**config.mk**
```make
export PLATFORM = sky130hd
export DESIGN_NAME = serial_line_editor_unit
export DESIGN_NICKNAME = d
export VERILOG_FILES = /design/src/design/sle_pkg.sv /design/src/design/serial_line_editor_unit.sv /design/src/design/sle_result_seq.sv
export VERILOG_INCLUDE_DIRS = /design/src /design/src/design
export SDC_FILE = /design/constraint.sdc
export NUM_CORES = 1
export LEC_CHECK = 0
export BUFFER_PORTS_ARGS = -buffer_cell sky130_fd_sc_hd__buf_2
export CAP_MARGIN = 10
export CELL_PAD_IN_SITES_DETAIL_PLACEMENT = 1
export CELL_PAD_IN_SITES_GLOBAL_PLACEMENT = 2
export CORE_MARGIN = 5
export CORE_UTILIZATION = 44
export DETAILED_ROUTE_END_ITERATION = 10
export PLACE_DENSITY_LB_ADDON = 0.1
export SLEW_MARGIN = 20
export SYNTH_ARGS = -nofsm -noshare
export SYNTH_HDL_FRONTEND = slang
export SYNTH_SLANG_ARGS = --single-unit
```
**constraint.sdc**
```tcl
create_clock -name clk_i -period 4.3 [get_ports clk_i]
set_input_delay 0 -clock clk_i [delete_from_list [all_inputs] [get_ports clk_i]]
set_output_delay 0 -clock clk_i [all_outputs]
set_load 0.005 [all_outputs]
```
**src/design/assert_macros.svh**
```systemverilog
// ----------------------------------------------------------------------------
// assert_macros.svh
// Concurrent assertion shorthands shared by the line editor modules
// ----------------------------------------------------------------------------
`ifndef ASSERT_MACROS_SVH
`define ASSERT_MACROS_SVH

// property checked on every rising edge outside reset
`define ASSERT_RST(label, clk, rst_n, prop) \
  label: assert property (@(posedge clk) disable iff (!rst_n) (prop)) \
    else $error("assertion failed");

// condition that must never be seen outside reset
`define ASSERT_NEVER(label, clk, rst_n, cond) \
  `ASSERT_RST(label, clk, rst_n, !(cond))

`endif

```
**src/design/sle_pkg.sv**
```systemverilog
// ----------------------------------------------------------------------------
// sle_pkg
// Types and character codes of the serial line editor
// ----------------------------------------------------------------------------
package sle_pkg;

  typedef enum logic [1:0] {
    KIND_BYTE    = 2'd0,
    KIND_TICK    = 2'd1,
    KIND_CONSUME = 2'd2,
    KIND_READ    = 2'd3
  } kind_e;

  typedef enum logic [2:0] {
    ST_PENDING  = 3'd0,
    ST_READY    = 3'd1,
    ST_OVERFLOW = 3'd2,
    ST_TIMEOUT  = 3'd3,
    ST_INVALID  = 3'd4
  } status_e;

  typedef enum logic [1:0] {
    CFG_ECHO_ENABLE   = 2'd0,
    CFG_TIMEOUT_MS    = 2'd1,
    CFG_LINE_CAPACITY = 2'd2
  } cfg_index_e;

  localparam logic [7:0] CH_BS    = 8'h08;
  localparam logic [7:0] CH_TAB   = 8'h09;
  localparam logic [7:0] CH_LF    = 8'h0a;
  localparam logic [7:0] CH_CR    = 8'h0d;
  localparam logic [7:0] CH_SPACE = 8'h20;
  localparam logic [7:0] CH_TILDE = 8'h7e;
  localparam logic [7:0] CH_DEL   = 8'h7f;

  localparam logic out_kind_echo   = 1'b0;
  localparam logic out_kind_status = 1'b1;

  // everything one request produces: up to three echo bytes, then one status
  typedef struct packed {
    logic [2:0][7:0] echo;
    logic [1:0]      echo_cnt;
    logic [7:0]      fin_byte;
    status_e         fin_status;
    logic [6:0]      fin_len;
  } burst_t;

endpackage

```
**src/design/serial_line_editor_unit.sv**
```systemverilog
// ----------------------------------------------------------------------------
// serial_line_editor_unit
// Line editor for received serial bytes with backspace, echo and timeout
// ----------------------------------------------------------------------------
//  channel  | handshake                | payload
//  ---------+--------------------------+------------------------------------
//  request  | in_valid_i / in_stall_o  | kind_i, byte_value_i, read_index_i
//  result   | out_valid_o / out_stall_i| out_kind_o, out_byte_o, status_o,
//           |                          | line_length_o, last_o
//  config   | cfg_we_i                 | cfg_index_i, cfg_wdata_i
//
//  a request is registered, then edited once the result register can take it;
//  its results go to the result register: its echo bytes, then one status
//  the result register plays out 1 to 4 results, one per cycle unless stalled,
//  so a request gives 1 result with echo off and 4 when it echoes three bytes
//  reset clears control and line state; the line store has no reset
//  a stalled result holds the edit stage, which in turn stalls requests
// ----------------------------------------------------------------------------
module serial_line_editor_unit #(
  parameter int LINE_DEPTH = 128
) (
  input  logic        clk_i,
  input  logic        rst_ni,
  input  logic        in_valid_i,
  output logic        in_stall_o,
  input  logic [1:0]  kind_i,
  input  logic [7:0]  byte_value_i,
  input  logic [6:0]  read_index_i,
  output logic        out_valid_o,
  input  logic        out_stall_i,
  output logic        out_kind_o,
  output logic [7:0]  out_byte_o,
  output logic [2:0]  status_o,
  output logic [6:0]  line_length_o,
  output logic        last_o,
  input  logic        cfg_we_i,
  input  logic [1:0]  cfg_index_i,
  input  logic [31:0] cfg_wdata_i
);
  import sle_pkg::*;

`include "assert_macros.svh"

  localparam int CNT_W = (LINE_DEPTH > 2) ? $clog2(LINE_DEPTH) : 1;
  localparam int CMP_W = ((CNT_W > 8) ? CNT_W : 8) + 1;
  localparam logic [CMP_W-1:0] DEPTH_X = CMP_W'(LINE_DEPTH);

  // configuration
  logic        echo_en_q;
  logic [31:0] timeout_q;
  logic [7:0]  cap_q;

  always_ff @(posedge clk_i or negedge rst_ni) begin
    if (!rst_ni) begin
      echo_en_q <= 1'b0;
      timeout_q <= '0;
      cap_q     <= 8'd128;
    end else if (cfg_we_i) begin
      case (cfg_index_i)
        CFG_ECHO_ENABLE:   echo_en_q <= cfg_wdata_i[0];
        CFG_TIMEOUT_MS:    timeout_q <= cfg_wdata_i;
        CFG_LINE_CAPACITY: cap_q     <= cfg_wdata_i[7:0];
        default: ;
      endcase
    end
  end

  // request register
  logic        in_valid_q;
  kind_e       kind_q;
  logic [7:0]  byte_q;
  logic [6:0]  idx_q;
  logic [7:0]  rd_data_q;
  logic        seq_ready, proc_go, accept;

  assign proc_go    = in_valid_q && seq_ready;
  assign in_stall_o = in_valid_q && !proc_go;
  assign accept     = in_valid_i && !in_stall_o;

  always_ff @(posedge clk_i or negedge rst_ni) begin
    if (!rst_ni) begin
      in_valid_q <= 1'b0;
    end else if (accept) begin
      in_valid_q <= 1'b1;
    end else if (proc_go) begin
      in_valid_q <= 1'b0;
    end
  end

  always_ff @(posedge clk_i) begin
    if (accept) begin
      kind_q <= kind_e'(kind_i);
      byte_q <= byte_value_i;
      idx_q  <= read_index_i;
    end
  end

  // line state
  logic [CNT_W-1:0] count_q, count_d;
  logic             started_q, started_d;
  logic             skip_lf_q, skip_lf_d;
  logic             waiting_q, waiting_d;
  logic             ovf_q, ovf_d;
  logic [31:0]      elapsed_q, elapsed_d;

  always_ff @(posedge clk_i or negedge rst_ni) begin
    if (!rst_ni) begin
      count_q   <= '0;
      started_q <= 1'b0;
      skip_lf_q <= 1'b0;
      waiting_q <= 1'b0;
      ovf_q     <= 1'b0;
      elapsed_q <= '0;
    end else if (proc_go) begin
      count_q   <= count_d;
      started_q <= started_d;
      skip_lf_q <= skip_lf_d;
      waiting_q <= waiting_d;
      ovf_q     <= ovf_d;
      elapsed_q <= elapsed_d;
    end
  end

  // line store, read at acceptance with forwarding of a same-cycle write
  logic [7:0]       line_mem [LINE_DEPTH];
  logic             wr_en;
  logic [CNT_W-1:0] wr_addr, rd_addr;
  logic [CMP_W-1:0] rd_idx_x;

  assign rd_idx_x = CMP_W'(read_index_i);
  assign rd_addr  = rd_idx_x[CNT_W-1:0];

  always_ff @(posedge clk_i) begin
    if (proc_go && wr_en) begin
      line_mem[wr_addr] <= byte_q;
    end
    if (accept) begin
      if (proc_go && wr_en && (wr_addr == rd_addr)) begin
        rd_data_q <= byte_q;
      end else begin
        rd_data_q <= line_mem[rd_addr];
      end
    end
  end

  // edit logic
  logic             storage_ok, room, timed_out, idx_hit;
  logic [CMP_W-1:0] count_x, idx_x, cap_x, cap_eff;
  logic [31:0]      el_inc;
  burst_t           burst;
  status_e          cur_st;

  assign storage_ok = (cap_q >= 8'd2);
  assign count_x    = CMP_W'(count_q);
  assign idx_x      = CMP_W'(idx_q);
  assign cap_x      = CMP_W'(cap_q);
  assign cap_eff    = (cap_x > DEPTH_X) ? DEPTH_X : cap_x;
  assign room       = (count_x + CMP_W'(1)) < cap_eff;
  assign idx_hit    = storage_ok && (idx_x < count_x) && (idx_x < DEPTH_X);
  assign el_inc     = (elapsed_q == '1) ? elapsed_q : elapsed_q + 32'd1;
  assign wr_addr    = count_q;

  always_comb begin
    count_d   = count_q;
    started_d = started_q;
    skip_lf_d = skip_lf_q;
    waiting_d = waiting_q;
    ovf_d     = ovf_q;
    elapsed_d = elapsed_q;
    wr_en     = 1'b0;
    timed_out = 1'b0;
    burst     = '0;
    case (kind_q)
      KIND_BYTE: begin
        if (storage_ok && !waiting_q) begin
          started_d = 1'b1;
          if (!started_q) begin
            elapsed_d = '0;
          end
          skip_lf_d = 1'b0;
          if (skip_lf_q && (byte_q == CH_LF)) begin
            // lf of a cr lf pair: swallowed
          end else if ((byte_q == CH_CR) || (byte_q == CH_LF)) begin
            skip_lf_d = (byte_q == CH_CR);
            waiting_d = 1'b1;
            started_d = 1'b0;
            if (echo_en_q) begin
              burst.echo_cnt = 2'd2;
              burst.echo[0]  = CH_CR;
              burst.echo[1]  = CH_LF;
            end
          end else if ((byte_q == CH_BS) || (byte_q == CH_DEL)) begin
            if (count_q != '0) begin
              count_d = count_q - CNT_W'(1);
              if (echo_en_q) begin
                burst.echo_cnt = 2'd3;
                burst.echo[0]  = CH_BS;
                burst.echo[1]  = CH_SPACE;
                burst.echo[2]  = CH_BS;
              end
            end
          end else if (byte_q inside {[CH_SPACE:CH_TILDE], CH_TAB}) begin
            if (room) begin
              wr_en   = 1'b1;
              count_d = count_q + CNT_W'(1);
              if (echo_en_q) begin
                burst.echo_cnt = 2'd1;
                burst.echo[0]  = byte_q;
              end
            end else begin
              ovf_d = 1'b1;
            end
          end
        end
      end
      KIND_TICK: begin
        if (storage_ok && started_q && !waiting_q) begin
          elapsed_d = el_inc;
          if ((timeout_q != '0) && (el_inc >= timeout_q)) begin
            timed_out = 1'b1;
            count_d   = '0;
            started_d = 1'b0;
            waiting_d = 1'b0;
            ovf_d     = 1'b0;
            elapsed_d = '0;
          end
        end
      end
      KIND_CONSUME: begin
        count_d   = '0;
        started_d = 1'b0;
        waiting_d = 1'b0;
        ovf_d     = 1'b0;
        elapsed_d = '0;
      end
      KIND_READ: begin
        if (idx_hit) begin
          burst.fin_byte = rd_data_q;
        end
      end
      default: ;
    endcase

    if (!storage_ok) begin
      cur_st = ST_INVALID;
    end else if (!waiting_d) begin
      cur_st = ST_PENDING;
    end else if (ovf_d) begin
      cur_st = ST_OVERFLOW;
    end else begin
      cur_st = ST_READY;
    end

    // timeout reports the length the line had before it was dropped
    if (timed_out) begin
      burst.fin_status = ST_TIMEOUT;
      burst.fin_len    = count_x[6:0];
    end else begin
      burst.fin_status = cur_st;
      burst.fin_len    = 7'(CMP_W'(count_d));
    end
  end

  sle_result_seq u_result_seq (
    .clk_i         (clk_i),
    .rst_ni        (rst_ni),
    .load_i        (proc_go),
    .burst_i       (burst),
    .ready_o       (seq_ready),
    .out_valid_o   (out_valid_o),
    .out_stall_i   (out_stall_i),
    .out_kind_o    (out_kind_o),
    .out_byte_o    (out_byte_o),
    .status_o      (status_o),
    .line_length_o (line_length_o),
    .last_o        (last_o)
  );

  `ASSERT_NEVER(a_wait_not_started, clk_i, rst_ni, waiting_q && started_q)
  `ASSERT_RST(a_count_in_store, clk_i, rst_ni, count_x < DEPTH_X)
  `ASSERT_RST(a_accept_fills, clk_i, rst_ni, accept |=> in_valid_q)

endmodule

```
**src/design/sle_result_seq.sv**
```systemverilog
// ----------------------------------------------------------------------------
// sle_result_seq
// Result register that plays out the echo bytes and the status of a request
// ----------------------------------------------------------------------------
module sle_result_seq (
  input  logic           clk_i,
  input  logic           rst_ni,
  input  logic           load_i,
  input  sle_pkg::burst_t burst_i,
  output logic           ready_o,
  output logic           out_valid_o,
  input  logic           out_stall_i,
  output logic           out_kind_o,
  output logic [7:0]     out_byte_o,
  output logic [2:0]     status_o,
  output logic [6:0]     line_length_o,
  output logic           last_o
);
  import sle_pkg::*;

`include "assert_macros.svh"

  burst_t     burst_q;
  logic [1:0] ptr_q, ptr_d;
  logic       valid_q, valid_d;
  logic       pop, at_final, last_pop;

  assign at_final = (ptr_q == burst_q.echo_cnt);
  assign pop      = valid_q && !out_stall_i;
  assign last_pop = pop && at_final;
  assign ready_o  = !valid_q || last_pop;

  always_comb begin
    valid_d = valid_q;
    ptr_d   = ptr_q;
    if (load_i) begin
      valid_d = 1'b1;
      ptr_d   = '0;
    end else if (last_pop) begin
      valid_d = 1'b0;
    end else if (pop) begin
      ptr_d = ptr_q + 2'd1;
    end
  end

  always_ff @(posedge clk_i or negedge rst_ni) begin
    if (!rst_ni) begin
      valid_q <= 1'b0;
      ptr_q   <= '0;
    end else begin
      valid_q <= valid_d;
      ptr_q   <= ptr_d;
    end
  end

  always_ff @(posedge clk_i) begin
    if (load_i) begin
      burst_q <= burst_i;
    end
  end

  assign out_valid_o = valid_q;

  always_comb begin
    if (!at_final) begin
      out_kind_o    = out_kind_echo;
      out_byte_o    = burst_q.echo[ptr_q];
      status_o      = ST_PENDING;
      line_length_o = '0;
      last_o        = 1'b0;
    end else begin
      out_kind_o    = out_kind_status;
      out_byte_o    = burst_q.fin_byte;
      status_o      = burst_q.fin_status;
      line_length_o = burst_q.fin_len;
      last_o        = 1'b1;
    end
  end

  `ASSERT_RST(a_ptr_in_burst, clk_i, rst_ni, valid_q |-> (ptr_q <= burst_q.echo_cnt))
  `ASSERT_RST(a_drain_empties, clk_i, rst_ni, (last_pop && !load_i) |=> !valid_q)
  `ASSERT_NEVER(a_load_busy, clk_i, rst_ni, load_i && !ready_o)

endmodule

```
# Word-level counts from Yosys, hierarchy flattened
# Memory sizes are Yosys's and may differ from the RTL's. A register that Yosys moved wholly into a read port is not among the register bits.
# Cells that the tools add are included.
# Widths: inputs -> output; s select.
[classes]
add_sub_neg = 5
order_cmp = 9
n_eq_ne = 17
n_mux = 78
bitwise_logic = 4
n_reduce_logical = 41
[ops]
columns = ["operator", "n"]
rows = [
  ["$mux 32", 5],
  ["$pmux 32 s3", 1],
  ["$mux 7", 11],
  ["$mux 10", 4],
  ["$mux 1", 37],
  ["$mux 18", 2],
  ["$add 32x1->32 const B", 1],
  ["$eq 32x32->1 const B", 1],
  ["$eq 8x4->1 const B", 4],
  ["$ge 32x32->1", 1],
  ["$mux 8", 4],
  ["$reduce_bool 32->1", 1],
  ["$mux 22", 1],
  ["$pmux 7 s3", 1],
  ["$bmux 8 s2", 1],
  ["$logic_and 1x1->1", 14],
  ["$mux 14", 1],
  ["$mux 2", 5],
  ["$ne 2x2->1 const B", 5],
  ["$reduce_and 2->1", 5],
  ["$reduce_and 5->1", 2],
  ["$pmux 1 s3", 3],
  ["$add 7x1->8 const B", 1],
  ["$eq 8x7->1 const B", 1],
  ["25 further kinds", 42],
]
[totals]
ff_bits = 145
mem_bits_rw = 1024
inputBits = 56
out_inout_bits = 22
elab_cells = 177
memories = 1
[mem_list]
columns = ["name", "depth", "width", "read_ports", "rd_clocked_by_memory_dff", "wr", "line_no", "source"]
rows = [
  ["line_mem", 128, 8, 1, 1, 1, "serial_line_editor_unit.sv:125", "logic [7:0] line_mem [LINE_DEPTH];"],
]

# Logic depth before layout (Yosys ltp)
# Gate-level depths: netlist of run 1.
[depth]
ltp_word = 13
ltp_mapped = 18
depth_no_buf = 15

# Modules after synthesis
# From an unflattened synthesis of run 1, not the netlist that was laid out.
[hier_totals]
cells_unflattened = 2858
area_unflattened_um2 = 49219.7
[by_module_without_submodules]
columns = ["mod", "instances", "cells_each", "area_per_inst_um2", "seq_area_each_um2"]
rows = [
  ["serial_line_editor_unit", 1, 2749, 47320.4, 33628.5],
  ["sle_result_seq", 1, 109, 1899.3, 1396.3],
]

# Worst setup path after synthesis of run 1
# OpenSTA, ideal clock, no wires.
[synth_timing]
path_type = "reg-to-reg"
start = "register byte_q[3]"
end = "memory line_mem[92][0], enable pin"
setup_time_ns = 0.370
arrival_ns = 4.244
t_required_ns = 3.930
setup_slack_ns = -0.315
path_stages_with_launch = 10
path_buffers = 2
synth_period_minus_slack_ns = 4.615
path_cell_list = "edfxtp_1 -> or3b_1 -> o32a_1 -> or2_4 -> nor3_2 -> and3_1 -> buf_6 -> nand4_4 -> buf_2 -> nor2_1"
[synth_via]
elab_chain_cells = 12
word_cells_on_any_way = 21
classes_between = "2 x order compare; 5 x eq/ne; 8 x mux; 6 x reduce/logical"
[synth_lines]
columns = ["element", "line_no", "source"]
rows = [
  ["start, declared", "serial_line_editor_unit.sv:71", "logic [7:0] byte_q;"],
  ["start signal, assigned", "serial_line_editor_unit.sv:93", "byte_q <= byte_value_i;"],
  ["$ge 8x6->1 / $le 8x7->1 (equally long branches)", "serial_line_editor_unit.sv:202", "end else if (byte_q inside {[CH_SPACE:CH_TILDE], CH_TAB}) begin"],
  ["$logic_and 1x1->1", "serial_line_editor_unit.sv:202", ""],
  ["$reduce_bool 2->1", "serial_line_editor_unit.sv:202", ""],
  ["$mux 1", "serial_line_editor_unit.sv:202", ""],
  ["$mux 1", "serial_line_editor_unit.sv:192", "end else if ((byte_q == CH_BS) || (byte_q == CH_DEL)) begin"],
  ["$mux 1", "serial_line_editor_unit.sv:183", "end else if ((byte_q == CH_CR) || (byte_q == CH_LF)) begin"],
  ["$mux 1 (*)", "serial_line_editor_unit.sv:181", "if (skip_lf_q && (byte_q == CH_LF)) begin"],
  ["$mux 1 (*)", "serial_line_editor_unit.sv:175", "if (storage_ok && !waiting_q) begin"],
  ["$mux 1 (*)", "serial_line_editor_unit.sv:173", "case (kind_q)"],
  ["$logic_and 1x1->1 (*)", "n/a", ""],
  ["$mux 1 (*)", "serial_line_editor_unit.sv:134", "if (proc_go && wr_en) begin"],
  ["$mux 1 (implied by the code) (*)", "serial_line_editor_unit.sv:135", "line_mem[wr_addr] <= byte_q;"],
  ["end, declared", "serial_line_editor_unit.sv:125", ""],
]
# Every way passes the cells marked *; elsewhere a longest branch is shown, timed or not.

# Final worst setup path of run 1
[layout_timing]
start = "register count_q[1]"
end = "memory line_mem[27][6], enable pin"
[layout_via]
elab_chain_cells = 12
[layout_lines]
columns = ["element", "line_no", "source"]
rows = [
  ["start, declared", "serial_line_editor_unit.sv:99", "logic [CNT_W-1:0] count_q, count_d;"],
  ["start signal, assigned", "serial_line_editor_unit.sv:115", "count_q <= count_d;"],
  ["$add 7x1->8", "serial_line_editor_unit.sv:158", "assign room = (count_x + CMP_W'(1)) < cap_eff;"],
  ["$lt 8x8->1", "serial_line_editor_unit.sv:158", ""],
  ["$mux 1", "serial_line_editor_unit.sv:203", "if (room) begin"],
  ["$mux 1", "serial_line_editor_unit.sv:202", ""],
  ["$mux 1", "serial_line_editor_unit.sv:192", ""],
  ["$mux 1", "serial_line_editor_unit.sv:183", ""],
  ["$mux 1", "serial_line_editor_unit.sv:181", ""],
  ["$mux 1", "serial_line_editor_unit.sv:175", ""],
  ["$mux 1", "serial_line_editor_unit.sv:173", ""],
  ["$logic_and 1x1->1", "n/a", ""],
  ["$mux 1", "serial_line_editor_unit.sv:134", ""],
  ["$mux 1 (implied by the code)", "serial_line_editor_unit.sv:135", ""],
]
# Parallel ways exist; a longest one is shown, timed or not.

==> metrics.txt, run 1 <==
summed instance area of the synthesized netlist 0.04806 mm²; Crit Path Category flip-flop to flip-flop; CP max FO 16; post-synthesis sequential element count around 1200; largest net degree at the start of global routing 92; Critical Path Slowest Stage Cell nor2_2; post-detailed-route DRC marker count 0; clock transition time at the flip-flop clock pins of the worst setup and hold paths 0.06 ns; number of global-route vias before repair between 20000 and 30000; max_cap viols 0; placed wire-length estimate after detailed placement 84030 µm; Sum Neg Setup Slack 0 ns; Post-synth ARST share 0.07541; routability cong. around 0.82; highest cell delay on the worst timing path 0.47 ns; FF/Latch Area 0.03460 mm²; number of buffers on the longest clock path 3; synthesized instance count 2634; worst vdd rail ir drop 0.0003842 V; most used flip-flop cell after synthesis edfxtp_1; Yosys cell types 78; part of the power in registers 0.477; post-synthesis compound-gate area fraction 0.05048; number of placed instances with taps included around 4200; Adder-Cell Fraction of Synth Area 0.01380; Setup crit end line_mem[27][6]; Row Count around 120; Non-Filler Instances 4492; worst-case setup margin in the final layout between 0.15 and 0.2 ns; number of vias in the routed layout ~27000; antenna diode instance count 0; antenna-violating nets left 0; static leakage 18.95 nW; kind of path behind the tightest hold check primary input to flip-flop; routed vias/inst 5.923; post-detailed-route wirelength per cell 29.58 µm; area added between synthesis and finish 19.00%; antenna violations before repair 0; drt total wl approximately 130000 µm; standard cell core area 0.1087 mm²; average instance area after synthesis 18.25 µm²; footprint of the multi-input gates 0.01348 mm²; required time of the critical path approximately 4.7 ns; critical path arrival ~4.5 ns; final clock period utilization by the worst path 0.9600; number of buffers added by the clock tree synthesis step approximately 130; Layout Cell Area excl Fill 0.05719 mm²; power density relative to cell area 493.7 mW/mm²; Worst Setup SP count_q[1]; number of synthesized flops with an enable pin 1079; Setup-failing EPs final 0; Crit Reg-Reg Endpoint line_mem[27][6]; startpoint of the lowest-slack register-to-register path count_q[1]; die area 0.1159 mm²; CTS HTree Levels 4; global route total overflow 0; cells along the critical path ha_1, nand3_2, nor2_2, xnor2_1, ha_1, a21oi_1, a21boi_0, a211o_1, nor3_4, and3_1, buf_12, nand4_4, buf_12, nor2_2; net switching power figure between 7 and 8 mW; fraction of layout instances using a drive strength above 1 0.3034; portion of total power attributed to the clock network 0.384; most frequent cells in the layout edfxtp_1 (1079), mux4_2 (264), buf_4 (176); cell count of the worst reg-to-reg path 14; share of the yosys chip area belonging to registers 0.7200; simple-gate share of the synthesized area 0.05001; Tightest Pin Transition around 1.1 ns; portion of netlist area occupied by mux cells 0.1404; Port-buffer cells 77; Initial Util 0.4421; CTS root buffer clkbuf_16; number of slew-limit violations in the final report 0; max-slew headroom at the worst pin 0.2350; main combinational cell family by area after synthesis multiplexers; I/O pins 78; xor-xnor portion of the synthesized cell area 0.007654; Fmax achieved 0.2423 GHz; result of the run finished, final reports clean; global router's overall resource usage 0.2300; Detailed Routing Iterations Pass 1 5; combinational power share 0.139; internal portion of total power 20.84 mW; Post-Place Setup Slack -0.3859 ns; post-route clock skew 0.02848 ns; Setup crit end kind flip-flop; RSZ-0062 raised after global routing yes; CP Launch Type flip-flop; count of warnings emitted by yosys 0; post-synth net total ~2700; final period demand of the worst path 4.128 ns; r2r setup slk 0.17 ns; net switching share of the total power 0.2621; number of hold-slack violations in the final timing report 0; number of sinks on the clock net 1167; latest clock arrival within the worst-skew pair 0.75 ns; fillcell total 9834; Horiz. Die Dim 340.5 µm; global-route wire length before repair between 150000 and 200000 µm; leading cell type in the layout, fill and taps excluded edfxtp_1; TritonCTS clock tree done; number of DRC violations after detailed-routing iteration 0 2169; Final nets 3090; y dimension of the die 340.5 µm; Final Total Pwr 28.24 mW; DP Area 0.05195 mm²
[registers in the layout, summed over array words and instances (netlist names)]
signal	count
cap_q	8
rd_data_q	8
byte_q	8
in_valid_q	1
u_result_seq.ptr_q	2
kind_q	2
waiting_q	1
idx_q	7
ovf_q	1
elapsed_q	32
u_result_seq.out_valid_o	1
line_mem	1024
skip_lf_q	1
echo_en_q	1
count_q	7
timeout_q	32
started_q	1
u_result_seq.burst_q	30
[critical path: cells and delay by family (launching register included)]
kind | cells | cell delay (ns)
and+or+nand+nor | 6 | 1.48
AOI/OAI and AO/OA | 3 | 0.66
adders and majority gates | 2 | 0.60
DFF | 1 | 0.43
buffers and inverters | 2 | 0.38
xor gates and xnor gates | 1 | 0.20
[cells by family (layout without fill, tap and decap cells)]
| logic type | after synthesis | after routing |
|---|---|---|
| AO/OA/AOI/OAI | 343 | 343 |
| XOR/XNOR | 42 | 42 |
| adder cells (fa/ha/maj) | 53 | 53 |
| buffers and inverters | 205 | 649 |
| flip-flops | 1167 | 1167 |
| multiplexers | 337 | 337 |
| other | 1 | 1 |
| AND/OR/NAND/NOR | 486 | 486 |
[power by group through the flow]
stage / Clock [mW] / Sequential (mW) / Combinational [mW]
after floorplan: 0 / 13.9 / 1.93
after global placement: 0 / 13.7 / 3.71
after detailed placement: 0 / 13.7 / 3.84
after CTS: 11.1 / 13.5 / 3.95
after global routing: 11.6 / 13.5 / 4.26
final: 10.8 / 13.5 / 3.93
[per-layer routing]
layer,vias up,global-route usage,share of wire
met3,169,0.03045,0.043
met5,-,0,0
met2,668,0.3908,0.51
met4,0,0.06016,0.022
li1,11443,-,-
met1,14325,0.3172,0.43
[synth_stat cells (14+ instances only)]
cell	count	area share
xnor2_1	24	0.0044
o22ai_1	14	0.0018
a221oi_1	30	0.0055
nand2_1	92	0.0072
buf_1	23	0.0018
a22o_1	44	0.0080
ha_1	53	0.014
buf_2	41	0.0043
xor2_1	18	0.0033
inv_1	58	0.0045
nand4_1	28	0.0036
edfxtp_1	1079	0.67
a22oi_1	54	0.0084
nor3_1	26	0.0027
mux4_2	264	0.12
clkbuf_1	77	0.0060
nand3_1	46	0.0048
a21oi_1	65	0.0068
nor4_1	17	0.0022
and2_1	32	0.0042
mux2i_1	16	0.0033
dfrtp_1	87	0.045
o21ai_0	50	0.0052
nor2_1	175	0.014
mux2_2	57	0.013
[per-stage QoR]
stage | hold slack (ns) | utilization
2_1_floorplan | -0.2956 | -
5_1_grt | 0.02721 | 0.5261
3_5_place_dp | 0.1580 | 0.4779
3_3_place_gp | 0.1348 | 0.4779
4_1_cts | 0.0007170 | 0.5244
6_report | 0.03742 | 0.5261
[how the worst min path moves through the flow]
stage | from | end | slack, ns | depth (start not counted)
floorplan | rst_ni | cap_q[0] | -0.30 | 0
global placement | rst_ni | timeout_q[13] | 0.13 | 1
detailed placement | rst_ni | timeout_q[13] | 0.16 | 1
CTS | cfg_wdata_i[16] | timeout_q[16] | 0.0007 | 3
global route | cfg_wdata_i[16] | timeout_q[16] | 0.03 | 3
finish | cfg_wdata_i[21] | timeout_q[21] | 0.04 | 3
[area by class of cell]
| class | count | area share |
|---|---|---|
| sequential | 1167 | 0.6051 |
| inverter | 60 | 0.003938 |
| multi-input combinational | 1262 | 0.2357 |
| timing repair buffer | 359 | 0.05218 |
| tap | 1414 | 0.03094 |
| clock buffer | 168 | 0.06191 |
| clock inverter | 62 | 0.01024 |
[repair_timing]
action                                  in CTS  in global routing
buffers inserted                             0                  7
gates resized for setup                     10                 30
endpoints found under the setup margin      35                401
pin swaps                                    3                 19
hold endpoints to repair                   144                  0
hold buffers                                87                  0
Power figures use the tool's default switching activity.
==> run 2: changes to the inputs <==
- ABC_AREA: unset -> 1
- CORE_UTILIZATION: 44 -> 39
==> run 2 against run 1 <==
Count of clock-buffer cells in the layout rose by 2; final cell count increased by 45%; clock power about the same; total power grew 5.5%; die area increased by 16%; global-route usage is 0.33 points higher; non-clock buffer count is 107 higher; largest cell class unchanged; sequential power about the same; core utilization decreased by 6.3 points; critical path depth is 7 higher.
==> metrics.txt, run 2 <==
CTS HTree Levels 4 (unchanged); clock transition time at the flip-flop clock pins of the worst setup and hold paths 0.06 ns (about the same); Port-buffer cells 77 (unchanged); standard cell core area 0.1270 mm² (+17%); power density relative to cell area 506.1 mW/mm² (+2.5%); Final Total Pwr 29.80 mW (+5.5%); Adder-Cell Fraction of Synth Area 0.01334 (-0.0004544); Layout Cell Area excl Fill 0.05887 mm² (+2.9%); latest clock arrival within the worst-skew pair 0.76 ns (about the same); post-detailed-route DRC marker count 0 (unchanged); number of hold-slack violations in the final timing report 0 (unchanged); DP Area 0.05334 mm² (+2.7%); die area 0.1347 mm² (+16%); hold_ws 0.08121 ns (+0.04379 ns); number of buffers added by the clock tree synthesis step 134 (+2.3%); number of buffers on the longest clock path 3 (unchanged); highest cell delay on the worst timing path 0.44 ns (-0.03 ns); proportion of netlist area held by the largest area contributor 0.6520 (-0.02220); number of DRC violations after detailed-routing iteration 0 2583 (+19%); Critical Path Slowest Stage Cell nor3_1; Yosys cell types 42 (-46%); kind of path behind the tightest hold check primary input to flip-flop; final clock period utilization by the worst path 0.9243 (-0.03570); Initial Util 0.3912 (-0.05090); fraction of layout instances using a drive strength above 1 0.1086 (-0.1948); max_cap viols 0 (unchanged); register name with the most flops line_mem; number of vias in the routed layout 35242 (+32%); biggest area contributors in the synthesized netlist edfxtp_1 (65%), nor2_1 (5.9%), o21ai_0 (5.7%); share of the yosys chip area belonging to registers 0.6963 (-0.02371); simple-gate share of the synthesized area 0.1488 (+0.09876); largest registers line_mem (1024), elapsed_q (32), timeout_q (32); antenna violations before repair 1 (+1); RSZ-0062 raised after global routing no; most frequent cells in the layout edfxtp_1 (1079), nor2_1 (777), nand2_1 (689); average instance area after synthesis 11.23 µm² (-38%); routability cong. 0.8235 (+0.27%); routed vias/inst 5.396 (-8.9%); synthesized instance count 4425 (+68%); number of global-route vias before repair 36668 (+29%); number of sinks on the clock net 1167 (unchanged); FF/Latch Area 0.03460 mm² (unchanged); Post-Place Setup Slack 0.3835 ns (+0.7694 ns); max FFs per register 1024 (unchanged); CTS root buffer clkbuf_16; Detailed Routing Iterations Pass 1 5 (unchanged); TritonCTS clock tree done; number of slew-limit violations in the final report 0 (unchanged); synth cell count leaders edfxtp_1 (1079), nor2_1 (777), nand2_1 (689); Horiz. Die Dim 367.0 µm (+7.8%); final period demand of the worst path 3.974 ns (-0.1535 ns); I/O pins 78 (unchanged); required time of the critical path 4.97 ns (+0.30 ns); Fmax achieved 0.2516 GHz (+3.9%); area added between synthesis and finish 18.46%; leading cell type in the layout, fill and taps excluded edfxtp_1; max-slew headroom at the worst pin 0.2990 (+0.06394); global route total overflow 0 (unchanged); library cell with the largest summed area after synthesis edfxtp_1; number of placed instances with taps included 6155 (+48%); count of warnings emitted by yosys 0 (unchanged); CP Launch Type flip-flop; post-synthesis compound-gate area fraction 0.09945 (+0.04897); worst vdd rail ir drop 0.0004624 V (+20%); placed wire-length estimate after detailed placement 96570 µm (+15%); portion of netlist area occupied by mux cells 0 (-0.1404); post-synth net total 4534 (+65%); Tightest Pin Transition 1.052 ns (-0.09591 ns); largest net degree at the start of global routing 163 (+77%); footprint of the multi-input gates 0.01332 mm² (-1.2%); Core Util, Final 0.4635 (-0.06265); antenna-violating nets left 0 (unchanged); xor-xnor portion of the synthesized cell area 0.006168 (-0.001486); Non-Filler Instances 6531 (+45%); Worst path most repeated cell nand2_1; antenna diode instance count 0 (unchanged); main combinational cell family by area after synthesis simple AND/OR/NAND/NOR gates; drt total wl 159000 µm (+20%); post-detailed-route wirelength per cell 24.34 µm (-18%); global router's overall resource usage 0.2333 (+0.003275); most frequent cell after synthesis edfxtp_1; post-synthesis sequential element count 1167 (unchanged); static leakage 21.39 nW (+13%); cells along the critical path inv_1, nor4_1, buf_4, nand2_1, nor3_1, xor2_1, nand2_1, ha_1, nand2_1, nand2_1, nand2_1, nand2_1, nand2_1, nand2_1, a21oi_1, nand3_1, nand2_1, nand3_4, inv_2, nand2_1, o21ai_1; worst-case setup margin in the final layout 0.3257 ns (+0.1535 ns); number of synthesized flops with an enable pin 1079 (unchanged); post-route clock skew 0.02693 ns (-0.001548 ns); Row Count 131 (+8.3%); result of the run finished, final reports clean; y dimension of the die 367.0 µm (+7.8%); Crit Path Category flip-flop to flip-flop; Final nets 4878 (+58%); Setup crit end kind flip-flop; most used flip-flop cell after synthesis edfxtp_1; fillcell total 13384 (+36%); Sum Neg Setup Slack 0 ns (unchanged); global-route wire length before repair 238400 µm (+21%); Setup-failing EPs final 0 (unchanged); CP max FO 23 (+7); critical path arrival 4.64 ns (+0.14 ns); Post-synth ARST share 0.07541 (unchanged); summed instance area of the synthesized netlist 0.04970 mm² (+3.4%)
[run 2: cell count changes after synthesis, moves of 133 or more]
cell | previous run | this run
nor2_1 | 175 | 777
nand2_1 | 92 | 689
o21ai_0 | 50 | 562
mux4_2 | 264 | 0
o22ai_1 | 14 | 265
nand3_1 | 46 | 240
inv_1 | 58 | 191
[run 2: power by group]
part           internal, mW  switching (mW)
sequential             13.5           0.327
combinational          1.40            3.75
clock                  6.26            4.60
total                  21.1            8.68
[run 2: layer usage]
metal  wire length (µm)  part of all wire  GRT usage
met2              77250              0.49     0.3953
met3               5779             0.036    0.02921
met1              73180              0.46     0.3241
met5                  0                 0          0
met4               2786             0.018    0.05094
[run 2: worst max-delay path: cells and delay by family (launching register included)]
kind,cells,cell delay [ns]
simple gates,14,1.99
buf+inv,3,0.66
flops,1,0.40
fa+ha+maj,1,0.32
compound gates,2,0.31
xor+xnor,1,0.19
[run 2: worst paths after layout]
path,start,end,slack (ns),cells past startpoint
worst min-delay path,out_stall_i,u_result_seq.out_valid_o,0.08,4
min in group asynchronous,rst_ni,timeout_q[20],0.35,4
max in group asynchronous,rst_ni,cap_q[3],3.30,4
worst min register to register,timeout_q[5],timeout_q[5],0.49,2
worst max register to register,elapsed_q[7],elapsed_q[21],0.33,21
worst max-delay path,elapsed_q[7],elapsed_q[21],0.33,21
[run 2: timing repair]
action | in CTS | in global routing
gates resized for setup | 0 | 1
hold buffers | 139 | 0
hold endpoints to repair | 183 | 0
setup buffers | 0 | 1
endpoints found under the setup margin | 0 | 4
[run 2: final cells by class]
cell class	instances	share of cell area
sequential	1167	0.5878
multi-input combinational	2798	0.2262
timing repair buffer	466	0.06769
clock buffer	170	0.06159
tap	1662	0.03532
inverter	202	0.01316
clock inverter	66	0.008225
[run 2: logic make-up (layout without fill, tap and decap cells)]
group | Yosys count | in the layout
and+or+nand+nor | 1793 | 1793
xor gates and xnor gates | 35 | 35
other | 1 | 1
adders and majority gates | 53 | 53
DFF | 1167 | 1167
buffers and inverters | 460 | 904
AOI/OAI and AO/OA | 916 | 916
